$ cat src/hdl/escape_sequence_decoder_defines.svh
// Assertion macros shared by the escape sequence decoder RTL.
`ifndef ESCAPE_SEQUENCE_DECODER_DEFINES_SVH
`define ESCAPE_SEQUENCE_DECODER_DEFINES_SVH

// Same-cycle implication, disabled during reset.
`define ESD_ASSERT_SAME(label, ck, rn, ante, cons, msg) \
    label: assert property (@(posedge ck) disable iff (!rn) (ante) |-> (cons)) \
        else $error(msg);

// Next-cycle implication, disabled during reset.
`define ESD_ASSERT_NEXT(label, ck, rn, ante, cons, msg) \
    label: assert property (@(posedge ck) disable iff (!rn) (ante) |=> (cons)) \
        else $error(msg);

`endif

$ cat src/hdl/esd_pkg.sv
// Types and constants for the escape sequence decoder.
`default_nettype none

package esd_pkg;

    typedef enum logic [4:0] {
        MODE_NORMAL = 5'b00001,
        MODE_ESC    = 5'b00010,
        MODE_OCT    = 5'b00100,
        MODE_HEX    = 5'b01000,
        MODE_CARET  = 5'b10000
    } mode_t;

    localparam logic KIND_BYTE = 1'b0;
    localparam logic KIND_STOP = 1'b1;

    localparam logic [1:0] STOP_NUL    = 2'd0;
    localparam logic [1:0] STOP_COLON  = 2'd1;
    localparam logic [1:0] STOP_EQUALS = 2'd2;

    localparam logic [7:0] CH_NUL    = 8'h00;
    localparam logic [7:0] CH_COLON  = 8'h3A;
    localparam logic [7:0] CH_EQUALS = 8'h3D;
    localparam logic [7:0] CH_BSLASH = 8'h5C;
    localparam logic [7:0] CH_CARET  = 8'h5E;
    localparam logic [7:0] CH_QMARK  = 8'h3F;
    localparam logic [7:0] CH_AT     = 8'h40;
    localparam logic [7:0] CH_TILDE  = 8'h7E;
    localparam logic [7:0] CH_LOW_X  = 8'h78;
    localparam logic [7:0] CH_ZERO   = 8'h30;
    localparam logic [7:0] CH_SEVEN  = 8'h37;
    localparam logic [7:0] CH_NINE   = 8'h39;
    localparam logic [7:0] CH_LOW_A  = 8'h61;
    localparam logic [7:0] CH_LOW_F  = 8'h66;
    localparam logic [7:0] CH_UP_A   = 8'h41;
    localparam logic [7:0] CH_UP_F   = 8'h46;
    localparam logic [7:0] CH_DEL    = 8'd127;
    localparam logic [7:0] CARET_MASK = 8'o37;

    localparam int MAX_RESULTS = 2;
    localparam int QUEUE_DEPTH = 4;
    localparam int QPTR_W      = $clog2(QUEUE_DEPTH);
    localparam int QCNT_W      = $clog2(QUEUE_DEPTH + 1);

    typedef logic [1:0] rcount_t;

    typedef struct packed {
        logic       kind;
        logic [7:0] out_byte;
        logic [1:0] stop_reason;
        logic       last;
    } result_t;

    typedef struct packed {
        rcount_t          n;
        result_t [1:0]    res;
    } push_t;

endpackage

`default_nettype wire

$ cat src/hdl/esd_if.sv
// Valid/ready channel interfaces for decoder input and result items.
`default_nettype none

interface esd_in_if;
    logic       valid;
    logic       ready;
    logic [7:0] in_byte;
    logic       stop_on_equals;

    modport source (output valid, output in_byte, output stop_on_equals, input ready);
    modport sink (input valid, input in_byte, input stop_on_equals, output ready);
endinterface

interface esd_out_if;
    logic       valid;
    logic       ready;
    logic       kind;
    logic [7:0] out_byte;
    logic [1:0] stop_reason;
    logic       last;

    modport source (output valid, output kind, output out_byte, output stop_reason,
                    output last, input ready);
    modport sink (input valid, input kind, input out_byte, input stop_reason,
                  input last, output ready);
endinterface

`default_nettype wire

$ cat src/hdl/esd_decode.sv
// Per-character escape decode: next mode, next value and up to two results.
`default_nettype none

module esd_decode (
    input  wire esd_pkg::mode_t mode,
    input  wire logic [7:0]     acc,
    input  wire logic [7:0]     c,
    input  wire logic           eq,
    output esd_pkg::mode_t      mode_next,
    output logic [7:0]          acc_next,
    output esd_pkg::push_t      push
);

    function automatic logic [7:0] letter_escape(input logic [7:0] ch);
        logic [7:0] v;
        begin
            case (ch)
                8'h61:   v = 8'd7;    // a
                8'h62:   v = 8'd8;    // b
                8'h65:   v = 8'd27;   // e
                8'h66:   v = 8'd12;   // f
                8'h6E:   v = 8'h0a;   // n
                8'h72:   v = 8'd13;   // r
                8'h74:   v = 8'd9;    // t
                8'h76:   v = 8'd11;   // v
                8'h3F:   v = 8'd127;  // ?
                8'h5F:   v = 8'd32;   // _
                default: v = ch;
            endcase
            return v;
        end
    endfunction

    function automatic esd_pkg::result_t byte_res(input logic [7:0] b);
        esd_pkg::result_t r;
        begin
            r.kind        = esd_pkg::KIND_BYTE;
            r.out_byte    = b;
            r.stop_reason = esd_pkg::STOP_NUL;
            r.last        = 1'b0;
            return r;
        end
    endfunction

    function automatic esd_pkg::result_t stop_res(input logic [1:0] why);
        esd_pkg::result_t r;
        begin
            r.kind        = esd_pkg::KIND_STOP;
            r.out_byte    = 8'h00;
            r.stop_reason = why;
            r.last        = 1'b0;
            return r;
        end
    endfunction

    logic               is_oct;
    logic               is_dec;
    logic               is_hex;
    logic [3:0]         hex_val;
    logic               p_has;
    esd_pkg::mode_t     p_mode;
    esd_pkg::result_t   p_res;
    esd_pkg::result_t   r0;
    esd_pkg::result_t   r1;
    esd_pkg::rcount_t   n;
    esd_pkg::rcount_t   p_n2;

    assign is_oct = (c >= esd_pkg::CH_ZERO) && (c <= esd_pkg::CH_SEVEN);
    assign is_dec = (c >= esd_pkg::CH_ZERO) && (c <= esd_pkg::CH_NINE);
    assign is_hex = is_dec
                 || ((c >= esd_pkg::CH_LOW_A) && (c <= esd_pkg::CH_LOW_F))
                 || ((c >= esd_pkg::CH_UP_A) && (c <= esd_pkg::CH_UP_F));
    // letters a-f / A-F have low nibble 1..6
    assign hex_val = is_dec ? c[3:0] : c[3:0] + 4'd9;

    // plain-character handling, also used after a flushed run or caret
    always_comb
    begin
        p_has  = 1'b1;
        p_mode = esd_pkg::MODE_NORMAL;
        p_res  = byte_res(c);
        if (c == esd_pkg::CH_NUL)
        begin
            p_res = stop_res(esd_pkg::STOP_NUL);
        end
        else if (c == esd_pkg::CH_COLON)
        begin
            p_res = stop_res(esd_pkg::STOP_COLON);
        end
        else if (eq && (c == esd_pkg::CH_EQUALS))
        begin
            p_res = stop_res(esd_pkg::STOP_EQUALS);
        end
        else if (c == esd_pkg::CH_BSLASH)
        begin
            p_has  = 1'b0;
            p_mode = esd_pkg::MODE_ESC;
        end
        else if (c == esd_pkg::CH_CARET)
        begin
            p_has  = 1'b0;
            p_mode = esd_pkg::MODE_CARET;
        end
    end

    assign p_n2 = esd_pkg::rcount_t'({1'b0, p_has} + 2'd1);

    always_comb
    begin
        mode_next = mode;
        acc_next  = acc;
        n         = 2'd0;
        r0        = p_res;
        r1        = p_res;
        unique case (mode)
            esd_pkg::MODE_ESC:
            begin
                if (c == esd_pkg::CH_NUL)
                begin
                    n         = 2'd1;
                    r0        = stop_res(esd_pkg::STOP_NUL);
                    mode_next = esd_pkg::MODE_NORMAL;
                    acc_next  = 8'h00;
                end
                else if (is_oct)
                begin
                    mode_next = esd_pkg::MODE_OCT;
                    acc_next  = {5'b0, c[2:0]};
                end
                else if (c == esd_pkg::CH_LOW_X)
                begin
                    mode_next = esd_pkg::MODE_HEX;
                    acc_next  = 8'h00;
                end
                else
                begin
                    n         = 2'd1;
                    r0        = byte_res(letter_escape(c));
                    mode_next = esd_pkg::MODE_NORMAL;
                end
            end
            esd_pkg::MODE_OCT:
            begin
                if (is_oct)
                begin
                    acc_next = {acc[4:0], c[2:0]};
                end
                else
                begin
                    n         = p_n2;
                    r0        = byte_res(acc);
                    mode_next = p_mode;
                    acc_next  = 8'h00;
                end
            end
            esd_pkg::MODE_HEX:
            begin
                if (is_hex)
                begin
                    acc_next = {acc[3:0], hex_val};
                end
                else
                begin
                    n         = p_n2;
                    r0        = byte_res(acc);
                    mode_next = p_mode;
                    acc_next  = 8'h00;
                end
            end
            esd_pkg::MODE_CARET:
            begin
                if (c == esd_pkg::CH_QMARK)
                begin
                    n         = 2'd1;
                    r0        = byte_res(esd_pkg::CH_DEL);
                    mode_next = esd_pkg::MODE_NORMAL;
                end
                else if ((c >= esd_pkg::CH_AT) && (c <= esd_pkg::CH_TILDE))
                begin
                    n         = 2'd1;
                    r0        = byte_res(c & esd_pkg::CARET_MASK);
                    mode_next = esd_pkg::MODE_NORMAL;
                end
                else
                begin
                    // literal caret, then the character as plain text
                    n         = p_n2;
                    r0        = byte_res(esd_pkg::CH_CARET);
                    mode_next = p_mode;
                    acc_next  = 8'h00;
                end
            end
            default:
            begin
                n         = {1'b0, p_has};
                r0        = p_res;
                mode_next = p_mode;
                acc_next  = 8'h00;
            end
        endcase

        if (n == 2'd1)
        begin
            r0.last = 1'b1;
        end
        if (n == 2'd2)
        begin
            r1.last = 1'b1;
        end
    end

    assign push.n      = n;
    assign push.res[0] = r0;
    assign push.res[1] = r1;

endmodule

`default_nettype wire

$ cat src/hdl/esd_out_queue.sv
// Result queue: takes up to two results per cycle, hands out one per cycle while rsp is ready.
`default_nettype none

`include "escape_sequence_decoder_defines.svh"

module esd_out_queue (
    input  wire logic           clk,
    input  wire logic           rst_n,
    input  wire esd_pkg::push_t push,
    output logic                space,
    esd_out_if.source           rsp
);

    esd_pkg::result_t             q_reg [esd_pkg::QUEUE_DEPTH];
    logic [esd_pkg::QPTR_W-1:0]   head_reg;
    logic [esd_pkg::QPTR_W-1:0]   head_next;
    logic [esd_pkg::QPTR_W-1:0]   tail_reg;
    logic [esd_pkg::QPTR_W-1:0]   tail_next;
    logic [esd_pkg::QPTR_W-1:0]   tail_plus1;
    logic [esd_pkg::QCNT_W-1:0]   cnt_reg;
    logic [esd_pkg::QCNT_W-1:0]   cnt_next;
    logic                         pop;

    assign space      = cnt_reg <= esd_pkg::QCNT_W'(esd_pkg::QUEUE_DEPTH - esd_pkg::MAX_RESULTS);
    assign pop        = rsp.valid && rsp.ready;
    assign tail_plus1 = esd_pkg::QPTR_W'(tail_reg + 1'b1);

    assign rsp.valid       = cnt_reg != '0;
    assign rsp.kind        = q_reg[head_reg].kind;
    assign rsp.out_byte    = q_reg[head_reg].out_byte;
    assign rsp.stop_reason = q_reg[head_reg].stop_reason;
    assign rsp.last        = q_reg[head_reg].last;

    always_comb
    begin
        head_next = pop ? esd_pkg::QPTR_W'(head_reg + 1'b1) : head_reg;
        tail_next = esd_pkg::QPTR_W'(tail_reg + esd_pkg::QPTR_W'(push.n));
        cnt_next  = esd_pkg::QCNT_W'(cnt_reg + esd_pkg::QCNT_W'(push.n)
                                     - esd_pkg::QCNT_W'(pop));
    end

    always_ff @(posedge clk or negedge rst_n)
    begin
        if (!rst_n)
        begin
            head_reg <= '0;
            tail_reg <= '0;
            cnt_reg  <= '0;
        end
        else
        begin
            head_reg <= head_next;
            tail_reg <= tail_next;
            cnt_reg  <= cnt_next;
        end
    end

    always_ff @(posedge clk)
    begin
        if (push.n != 2'd0)
        begin
            q_reg[tail_reg] <= push.res[0];
        end
        if (push.n == 2'd2)
        begin
            q_reg[tail_plus1] <= push.res[1];
        end
    end

    `ESD_ASSERT_SAME(a_cnt_bound, clk, rst_n, 1'b1,
        cnt_reg <= esd_pkg::QCNT_W'(esd_pkg::QUEUE_DEPTH), "result queue overfilled")
    `ESD_ASSERT_SAME(a_push_has_space, clk, rst_n, push.n != 2'd0, space,
        "results pushed without room")
    `ESD_ASSERT_NEXT(a_hold_on_stall, clk, rst_n, rsp.valid && !rsp.ready,
        $stable(head_reg) && rsp.valid, "queue head moved while stalled")

endmodule

`default_nettype wire

$ cat src/hdl/escape_sequence_decoder.sv
// A result is queued when the item that causes it is taken and is offered on rsp at the earliest in the cycle after.
// Throughput: one item per cycle while the result queue has room; an item with two results holds two queue slots,
// so the rate then follows the single result port (one result per cycle while rsp is ready).
// The decode is a single mode/value register update per item; input is taken while
// the four-entry result queue has room for two results.
// Reset (rst_n low, async): normal mode, value zero, result queue empty.
`default_nettype none

`include "escape_sequence_decoder_defines.svh"

module escape_sequence_decoder (
    input  wire logic clk,
    input  wire logic rst_n,
    esd_in_if.sink    req,
    esd_out_if.source rsp
);

    esd_pkg::mode_t   mode_reg;
    esd_pkg::mode_t   mode_next;
    logic [7:0]       acc_reg;
    logic [7:0]       acc_next;
    esd_pkg::push_t   dec_push;
    esd_pkg::push_t   q_push;
    logic             space;
    logic             accept;

    assign req.ready = space;
    assign accept    = req.valid && req.ready;

    esd_decode u_decode (
        .mode      (mode_reg),
        .acc       (acc_reg),
        .c         (req.in_byte),
        .eq        (req.stop_on_equals),
        .mode_next (mode_next),
        .acc_next  (acc_next),
        .push      (dec_push)
    );

    always_comb
    begin
        q_push   = dec_push;
        q_push.n = accept ? dec_push.n : 2'd0;
    end

    esd_out_queue u_queue (
        .clk   (clk),
        .rst_n (rst_n),
        .push  (q_push),
        .space (space),
        .rsp   (rsp)
    );

    always_ff @(posedge clk or negedge rst_n)
    begin
        if (!rst_n)
        begin
            mode_reg <= esd_pkg::MODE_NORMAL;
            acc_reg  <= 8'h00;
        end
        else if (accept)
        begin
            mode_reg <= mode_next;
            acc_reg  <= acc_next;
        end
    end

    `ESD_ASSERT_SAME(a_two_last, clk, rst_n, q_push.n == 2'd2,
        !q_push.res[0].last && q_push.res[1].last, "wrong last flag on result pair")
    `ESD_ASSERT_NEXT(a_stop_clears, clk, rst_n,
        (q_push.n == 2'd1 && q_push.res[0].kind == esd_pkg::KIND_STOP)
        || (q_push.n == 2'd2 && q_push.res[1].kind == esd_pkg::KIND_STOP),
        mode_reg == esd_pkg::MODE_NORMAL && acc_reg == 8'h00, "field end left state")
    `ESD_ASSERT_NEXT(a_idle_hold, clk, rst_n, !accept,
        $stable(mode_reg) && $stable(acc_reg), "state changed without an item")

endmodule

`default_nettype wire

$ cat src/flat_wrapper.sv
// flat-port wrapper written by rule: the top's interface ports become plain ports
module escape_sequence_decoder_flat 
  (clk, rst_n, req_valid, req_in_byte, req_stop_on_equals, req_ready, rsp_valid, rsp_kind, rsp_out_byte, rsp_stop_reason, rsp_last, rsp_ready);
  esd_in_if req_i ();
  esd_out_if rsp_i ();
  input  wire logic clk;
  input  wire logic rst_n;
  input wire logic [$bits(req_i.valid)-1:0] req_valid;
  input wire logic [$bits(req_i.in_byte)-1:0] req_in_byte;
  input wire logic [$bits(req_i.stop_on_equals)-1:0] req_stop_on_equals;
  output wire logic [$bits(req_i.ready)-1:0] req_ready;
  output wire logic [$bits(rsp_i.valid)-1:0] rsp_valid;
  output wire logic [$bits(rsp_i.kind)-1:0] rsp_kind;
  output wire logic [$bits(rsp_i.out_byte)-1:0] rsp_out_byte;
  output wire logic [$bits(rsp_i.stop_reason)-1:0] rsp_stop_reason;
  output wire logic [$bits(rsp_i.last)-1:0] rsp_last;
  input wire logic [$bits(rsp_i.ready)-1:0] rsp_ready;
  assign req_i.valid = req_valid;
  assign req_i.in_byte = req_in_byte;
  assign req_i.stop_on_equals = req_stop_on_equals;
  assign req_ready = req_i.ready;
  assign rsp_valid = rsp_i.valid;
  assign rsp_kind = rsp_i.kind;
  assign rsp_out_byte = rsp_i.out_byte;
  assign rsp_stop_reason = rsp_i.stop_reason;
  assign rsp_last = rsp_i.last;
  assign rsp_i.ready = rsp_ready;
  escape_sequence_decoder u_core (.clk(clk), .rst_n(rst_n), .req(req_i), .rsp(rsp_i));
endmodule
$ cat config.mk
export PLATFORM = sky130hd
export DESIGN_NAME = escape_sequence_decoder_flat
export DESIGN_NICKNAME = d
export VERILOG_FILES = /design/src/hdl/esd_pkg.sv /design/src/hdl/esd_if.sv /design/src/hdl/esd_decode.sv /design/src/hdl/esd_out_queue.sv /design/src/hdl/escape_sequence_decoder.sv /design/src/flat_wrapper.sv
export VERILOG_INCLUDE_DIRS = /design/src /design/src/hdl
export SDC_FILE = /design/constraint.sdc
export NUM_CORES = 1
export LEC_CHECK = 0
export ABC_AREA = 1
export BUFFER_PORTS_ARGS = -buffer_cell sky130_fd_sc_hd__buf_2
export CORE_UTILIZATION = 45
export CTS_CLUSTER_SIZE = 30
export DETAILED_ROUTE_END_ITERATION = 12
export SLEW_MARGIN = 30
export SYNTH_ARGS = -nofsm -noshare
export SYNTH_HDL_FRONTEND = slang
export SYNTH_SLANG_ARGS = --single-unit
$ cat constraint.sdc
create_clock -name clk -period 3.35 [get_ports clk]
set_input_delay 0.67 -clock clk [delete_from_list [all_inputs] [get_ports clk]]
set_output_delay 0.67 -clock clk [all_outputs]
set_load 0.1 [all_outputs]
---- After elaboration in Yosys (flattened, before gate mapping) ----
Memory sizes are Yosys's and may differ from the RTL's.
Cells that the tools add are included.
operators by class
  add/subtract/negate cells ............... 7
  magnitude comparators ................... 10
  eq/ne operators ......................... 27
  multiplexer cells ....................... 54
  reduce and logical (&&, ||, !) cells .... 15
operators by type and width
  operator                                                                number
  8-bit by 7-bit == test with 1-bit output (second input constant)        12
  12-bit 2-to-1 mux                                                       8
  8-bit case mux with 10 select lines                                     1
  8-bit 2-to-1 mux                                                        7
  12-bit case mux with 4 select lines                                     1
  5-bit 2-to-1 mux                                                        9
  8-bit case mux with 4 select lines                                      1
  8-bit by 6-bit == test with 1-bit output (second input constant)        3
  8-bit by 7-bit >= comparator with 1-bit output (second input constant)  3
  8-bit by 7-bit <= comparator with 1-bit output (second input constant)  3
  10-bit 2-to-1 mux                                                       2
  5-bit case mux with 4 select lines                                      1
  8-bit by 6-bit <= comparator with 1-bit output (second input constant)  2
  4-bit 2-to-1 mux                                                        4
  1-bit 2-to-1 mux                                                        14
  2-bit 2-to-1 mux                                                        5
  8-bit by 6-bit >= comparator with 1-bit output (second input constant)  1
  1-bit logical AND                                                       8
  8-bit zero test                                                         1
  2-bit inequality test (second input constant)                           4
  2-bit case mux with 4 select lines                                      1
  5-bit by 2-bit == test with 1-bit output (second input constant)        1
  5-bit by 3-bit == test with 1-bit output (second input constant)        1
  5-bit by 4-bit == test with 1-bit output (second input constant)        1
  16 further kinds                                                        19
storage, ports and cells
  register bits ........................... 20
  bits in writable memories ............... 48
  bits of input ports ..................... 13
  output and inout port bits .............. 14
  word-level logic and storage cells ...... 119
  memories ................................ 1
memory list
  name                  words  width  rd ports  clocked after Yosys merged registers in  write ports  line                 source
  u_core.u_queue.q_reg  4      12     1         0                                        2            esd_out_queue.sv:14  esd_pkg::result_t q_reg [esd_pkg::QUEUE_DEPTH];

---- Longest topological paths before layout ----
  depth in word-level cells ............... 14
  mapped depth ............................ 16
  gate-level depth less buffers ........... 16

---- Modules after synthesis ----
From an unflattened synthesis, not the netlist that was laid out.
second synthesis, totals
  cells, all modules ...................... 743
  area total of the unflattened synthesis .. 5,098.6 um^2
modules (own cells, without submodules)
  module                   times used  cells an instance  area each (um^2)  sequential area each (um^2)
  esd_out_queue            1           376                3,005.4           1,616.6
  esd_decode               1           307                1,561.5           0.0
  escape_sequence_decoder  1           60                 531.8             326.6

---- Least setup slack after synthesis ----
OpenSTA, ideal clock, no wires.
  path kind ............................... flip-flop to flip-flop
  from .................................... register u_core.u_queue.cnt_reg[1] (netlist bit)
  to ...................................... register u_core.u_queue.cnt_reg[2] (netlist bit)
  setup time .............................. 0.123 ns
  arrival ................................. 3.815 ns
  required time ........................... 3.227 ns
  path slack .............................. -0.587 ns
  cell stages (with the launch flop) ...... 11
  buffers on the path ..................... 1
  clock period less this slack ............ 3.937 ns
  path through ............................ dfrtp_1 -> a21oi_1 -> nand2_1 -> inv_1 -> buf_2 -> nand3_1 -> ha_1 -> inv_1 -> ha_1 -> fa_1 -> xnor2_1
between the ends
  word-level cells in the longest chain between the ends .. 5
  elaborated cells on any way between the ends .. 7
  those cells by class .................... add/sub: 2; order compare: 1; mux: 1; reduce/logical: 3
ends and longest elaborated chain
  item                                            line                           source
  start, declared                                 esd_out_queue.sv:20            logic [esd_pkg::QCNT_W-1:0] cnt_reg;
  start signal, assigned                          esd_out_queue.sv:54            cnt_reg <= cnt_next;
  3-bit by 2-bit <= comparator with 1-bit output  esd_out_queue.sv:24            assign space = cnt_reg <= esd_pkg::QCNT_W'(esd_pkg::QUEUE_DEPTH - esd_pkg::MAX_RESULTS);
  named net req_ready                             flat_wrapper.sv:11             output wire logic [$bits(req_i.ready)-1:0] req_ready;
  1-bit logical AND                               escape_sequence_decoder.sv:28  assign accept = req.valid && req.ready;
  2-bit 2-to-1 mux                                escape_sequence_decoder.sv:43  q_push.n = accept ? dec_push.n : 2'd0;
  3-bit by 2-bit adder with 3-bit output          esd_out_queue.sv:38            cnt_next = esd_pkg::QCNT_W'(cnt_reg + esd_pkg::QCNT_W'(push.n)
  3-bit by 1-bit subtractor with 3-bit output     esd_out_queue.sv:39            - esd_pkg::QCNT_W'(pop));
  named net u_core.u_queue.cnt_next, one bit      esd_out_queue.sv:21            logic [esd_pkg::QCNT_W-1:0] cnt_next;
The timed path passes the listed nets, and every way through them passes these cells.
A chain may end at the register's enable or synchronous reset.

---- Worst setup path in the final report ----
  from .................................... input req_in_byte[6]
  to ...................................... register u_core.u_queue.cnt_reg[2] (netlist bit)
between the ends
  word-level cells in the longest chain between the ends .. 13
  elaborated cells on any way between the ends .. 41
  those cells by class .................... add/sub: 3; order compare: 9; eq/ne: 6; mux: 14; reduce/logical: 9
ends and longest elaborated chain
  item                                           line                           source
  start, declared                                flat_wrapper.sv:9              input wire logic [$bits(req_i.in_byte)-1:0] req_in_byte;
  8-bit by 7-bit == test with 1-bit output       esd_decode.sv:99               else if (c == esd_pkg::CH_CARET)
  1-bit 2-to-1 mux                               esd_decode.sv:99
  1-bit 2-to-1 mux                               esd_decode.sv:94               else if (c == esd_pkg::CH_BSLASH)
  1-bit 2-to-1 mux                               esd_decode.sv:90               else if (eq && (c == esd_pkg::CH_EQUALS))
  1-bit 2-to-1 mux                               esd_decode.sv:86               else if (c == esd_pkg::CH_COLON)
  1-bit 2-to-1 mux                               esd_decode.sv:82               if (c == esd_pkg::CH_NUL)
  1-bit by 1-bit adder with 2-bit output         esd_decode.sv:106              assign p_n2 = esd_pkg::rcount_t'({1'b0, p_has} + 2'd1);
  2-bit 2-to-1 mux                               esd_decode.sv:178              else if ((c >= esd_pkg::CH_AT) && (c <= esd_pkg::CH_TILDE))
  2-bit 2-to-1 mux                               esd_decode.sv:172              if (c == esd_pkg::CH_QMARK)
  2-bit case mux with 4 select lines *           esd_decode.sv:115              unique case (mode)
  2-bit 2-to-1 mux *                             escape_sequence_decoder.sv:43
  3-bit by 2-bit adder with 3-bit output *       esd_out_queue.sv:38
  3-bit by 1-bit subtractor with 3-bit output *  esd_out_queue.sv:39
  named net u_core.u_queue.cnt_next, one bit     esd_out_queue.sv:21
Mark *: on every way through the listed nets, which the timed path passes. The rest lies on a longest branch.

==> impl_metrics.csv <==
group,metric,value,unit
detailed_routing,finalWirelength,13.1,mm
finish,drive_gt1_share,15.3,%
setup_path,critPathKind,"input pin to flip-flop",
pwr,peakVddDrop,0.540,mV
setup_path,cp.arrival,3070,ps
finish,nNetsFinal,665,
detailed_routing,route.detailed.drc,0,
clocking,cts_made_buffers,9,
pwr,leakagePower,2.39,nW
detailed_routing,vias,4322,
job,cap_viol_max_count,0,
die,core,9860,µm²
synth,synthCells,604,
detailed_routing,antenna_left,0,
place,port_buffers,26,
outcome,outcome,"finished, final reports clean",
synth,synth_warnings,0,
synth,synth_top_area_share,31.2,%
clocking,cts_tree,"yes",
clocking,clock_sinks,68,
die,io_pins,27,
finish,layout-area-overhead-vs-synth,12.9,%
pwr,intPower,1.96,mW
finish,antennaDiodeCount,0,
pwr,p_sw_share,49.5,%
clocking,hold_buffers,0,
synth,yosysUniqueCellTypes,43,
sta,final_hold_viol_count,0,
global_route,first_global_vias,4017,
die,die_h,103,µm
clocking,clock_latency,350,ps
die,rows,36,
setup_path,cp.required,3590,ps
setup_path,critPathLaunchType,"input pin",
setup_path,crit_slowest_cell,"fa_1",
min_path,hold_class,"input pin to async pin",
detailed_routing,first_pass_iters,5,
sta,worstMarginPinSlew,682,ps
sta,fmax,0.353,GHz
die,die_w,103,µm
global_route,groute.usage.overall,26.2,%
sta,min_period,2830,ps
synth,syn_nets,627,
clocking,cts-resized-gates,0,
sta,whs,264,ps
synth,seq_area_frac_synth,42.0,%
setup_path,cpPeakStageDelay,370,ps
detailed_routing,avgViaCountPerCell,5.54,
place,gp_routability_congestion,0.997,
pwr,p_seq_share,28.9,%
sta,clock_skew,10.5,ps
detailed_routing,drtIter0Drc,184,
sta,slew-limit-headroom,54.5,%
sta,setup_viol,0,
clocking,cts.reportedPaths.clkPinSlew,80,ps
global_route,antenna_found_initial,0,
setup_path,cp_max_fo,9,
synth,synthTopCellsByArea,"edfxtp_1 31%, nand2_1 13%, dfrtp_1 10%, o21ai_0 6.4%, nor2_1 5.0%",
clocking,cts.htree.levels,3,
pwr,power_frac_clock,22.9,%
setup_path,cpMostUsedCell,"inv_1",
sta,finalSetupTns,0,ps
clocking,clock_path_buffers,2,
detailed_routing,wl_per_cell,16.8,µm
die,start_util,46.9,%
setup_path,crit_path_end_kind,"flip-flop",
clocking,cts-root-buf,"clkbuf_8",
synth,synth.largest_area_cell,"edfxtp_1",
global_route,gr-total-overflow,0,
sta,min_period_over_period,84.5,%
sta,rsz0062_at_grt,"no",
global_route,grt_first_pass_wirelength,20.6,mm
finish,largest_reg_flops,48,
synth,ys_ff_latch,68,
pwr,power.switching,1.93,mW
place,hpwl,10.2,mm
synth,synth_area_per_cell,7.66,µm²
die,dieArea,10700,µm²
synth,syn_area,4630,µm²
setup_path,path_cells,"buf_2 > inv_1 > nor2_1 > nand2_1 > inv_1 > o211ai_1 > inv_1 > a21oi_1 > nand3b_1 > nand3_1 > ha_1 > inv_1 > ha_1 > fa_1 > xnor2_1",
pwr,combPwrFrac,48.3,%
clocking,cts_setup_buffers,0,
sta,maxSlewViolCount,0,
pwr,power.density,744,nW/µm²
global_route,grt_max_degree,27,
finish,fillers,961,
[cells in the final DEF (no fill, tap or decap), types with 2 or more instances in the layout]
cell	netlist	routed
inv_2	5	5
xor2_1	6	6
bufinv_16	0	4
o211ai_1	3	3
o22ai_1	21	21
buf_4	6	21
nand2_2	9	9
a31oi_1	2	2
nor2_1	62	62
nand2_1	159	159
buf_2	3	26
inv_1	60	60
a21boi_0	2	2
xnor2_1	3	3
nor2_2	4	4
o21ai_0	59	59
nand3_2	6	6
o21ai_1	3	3
a21oi_1	17	16
clkbuf_8	0	9
nand4_1	30	30
dfrtp_1	19	19
nand3_1	35	35
edfxtp_1	48	48
ha_1	9	9
nor3_1	3	3
nor2_4	4	4
[Yosys cell counts (all sizes together)]
library cell,instances
a21oi,17
nor2,70
clkinv,1
and2,1
o22ai,21
xor2,6
o31ai,1
ha,9
buf,13
edfxtp,48
nor3,4
o21bai,1
xnor2,3
dfstp,1
nand4,32
o21ai,62
nor4,1
fa,1
nand2,169
inv,66
o211ai,3
a21boi,2
a31oi,2
clkbuf,7
a211oi,1
nand3b,1
dfrtp,19
nand3,42
[power groups by stage]
stage / Sequential, mW / Clock [mW] / Combinational, mW
2_1_floorplan: 1.11 / 0 / 1.56
3_3_place_gp: 1.14 / 0 / 1.87
3_5_place_dp: 1.14 / 0 / 1.89
4_1_cts: 1.12 / 0.903 / 1.89
5_1_grt: 1.14 / 0.932 / 2.03
6_report: 1.12 / 0.889 / 1.88
[critical path, delay by kind of cell]
| kind | cells | cell delay, ps |
|---|---|---|
| adder cells (fa/ha/maj) | 3 | 860 |
| XOR/XNOR | 1 | 140 |
| AND/OR/NAND/NOR | 4 | 510 |
| AO/OA/AOI/OAI | 2 | 250 |
| buffers and inverters | 5 | 650 |
[final cells by class]
class / count / area [µm²] / share of cell area, %
clock buffers: 10 / 128 / 2.44
clock inverters: 6 / 136 / 2.61
inverters: 67 / 254 / 4.86
multi-input cells: 449 / 2310 / 44.2
flip-flops and latches: 68 / 1940 / 37.2
well taps: 133 / 166 / 3.18
repair buffers: 47 / 288 / 5.51
[cells by family after synthesis]
logic type | count (synthesis) | synth area share, %
XOR/XNOR | 9 | 1.70
buffers and inverters | 87 | 8.17
AO/OA/AOI/OAI | 110 | 13.0
flip-flops | 68 | 42.0
AND/OR/NAND/NOR | 320 | 32.3
adder cells (fa/ha/maj) | 10 | 2.87
[per-stage QoR]
stage | power, mW | area, µm² | cells | util, % | setup slack (ps)
floorplan | 2.67 | 4630 | 604 | - | 101
global placement | 3.01 | 4960 | 764 | 50.3 | 245
detailed placement | 3.03 | 4960 | 764 | 50.3 | 174
CTS | 3.92 | 5230 | 780 | 53.0 | 478
global route | 4.10 | 5230 | 780 | 53.0 | 301
finish | 3.89 | 5230 | 780 | 53.0 | 520
[layer usage]
metal / vias up / global-route usage [%] / part of all wire [%] / wire (µm)
met5: - / 0 / 0 / 0
met4: 0 / 13.4 / 4.2 / 546
met3: 37 / 4.17 / 4.7 / 622
met2: 140 / 43.4 / 47 / 6210
met1: 2021 / 33.3 / 44 / 5740
li1: 2124 / - / - / -
[path summary, 6_finish.rpt]
check,slack (ps),startpoint,to,cells after the start
max,520,req_in_byte[6],u_core.u_queue.cnt_reg[2]$_DFF_PN0_,15
min,260,rst_n,u_core.mode_reg[2]$_DFFE_PN0P_,1
max in group asynchronous,2740,rst_n,u_core.mode_reg[0]$_DFFE_PN1P_,1
max reg2reg,620,u_core.mode_reg[2]$_DFFE_PN0P_,u_core.u_queue.cnt_reg[2]$_DFF_PN0_,13
min reg2reg,500,u_core.acc_reg[6]$_DFFE_PN0P_,u_core.acc_reg[6]$_DFFE_PN0P_,2
min in group clk,500,u_core.acc_reg[6]$_DFFE_PN0P_,u_core.acc_reg[6]$_DFFE_PN0P_,2
Note: power is estimated with default switching activity, not from simulation.
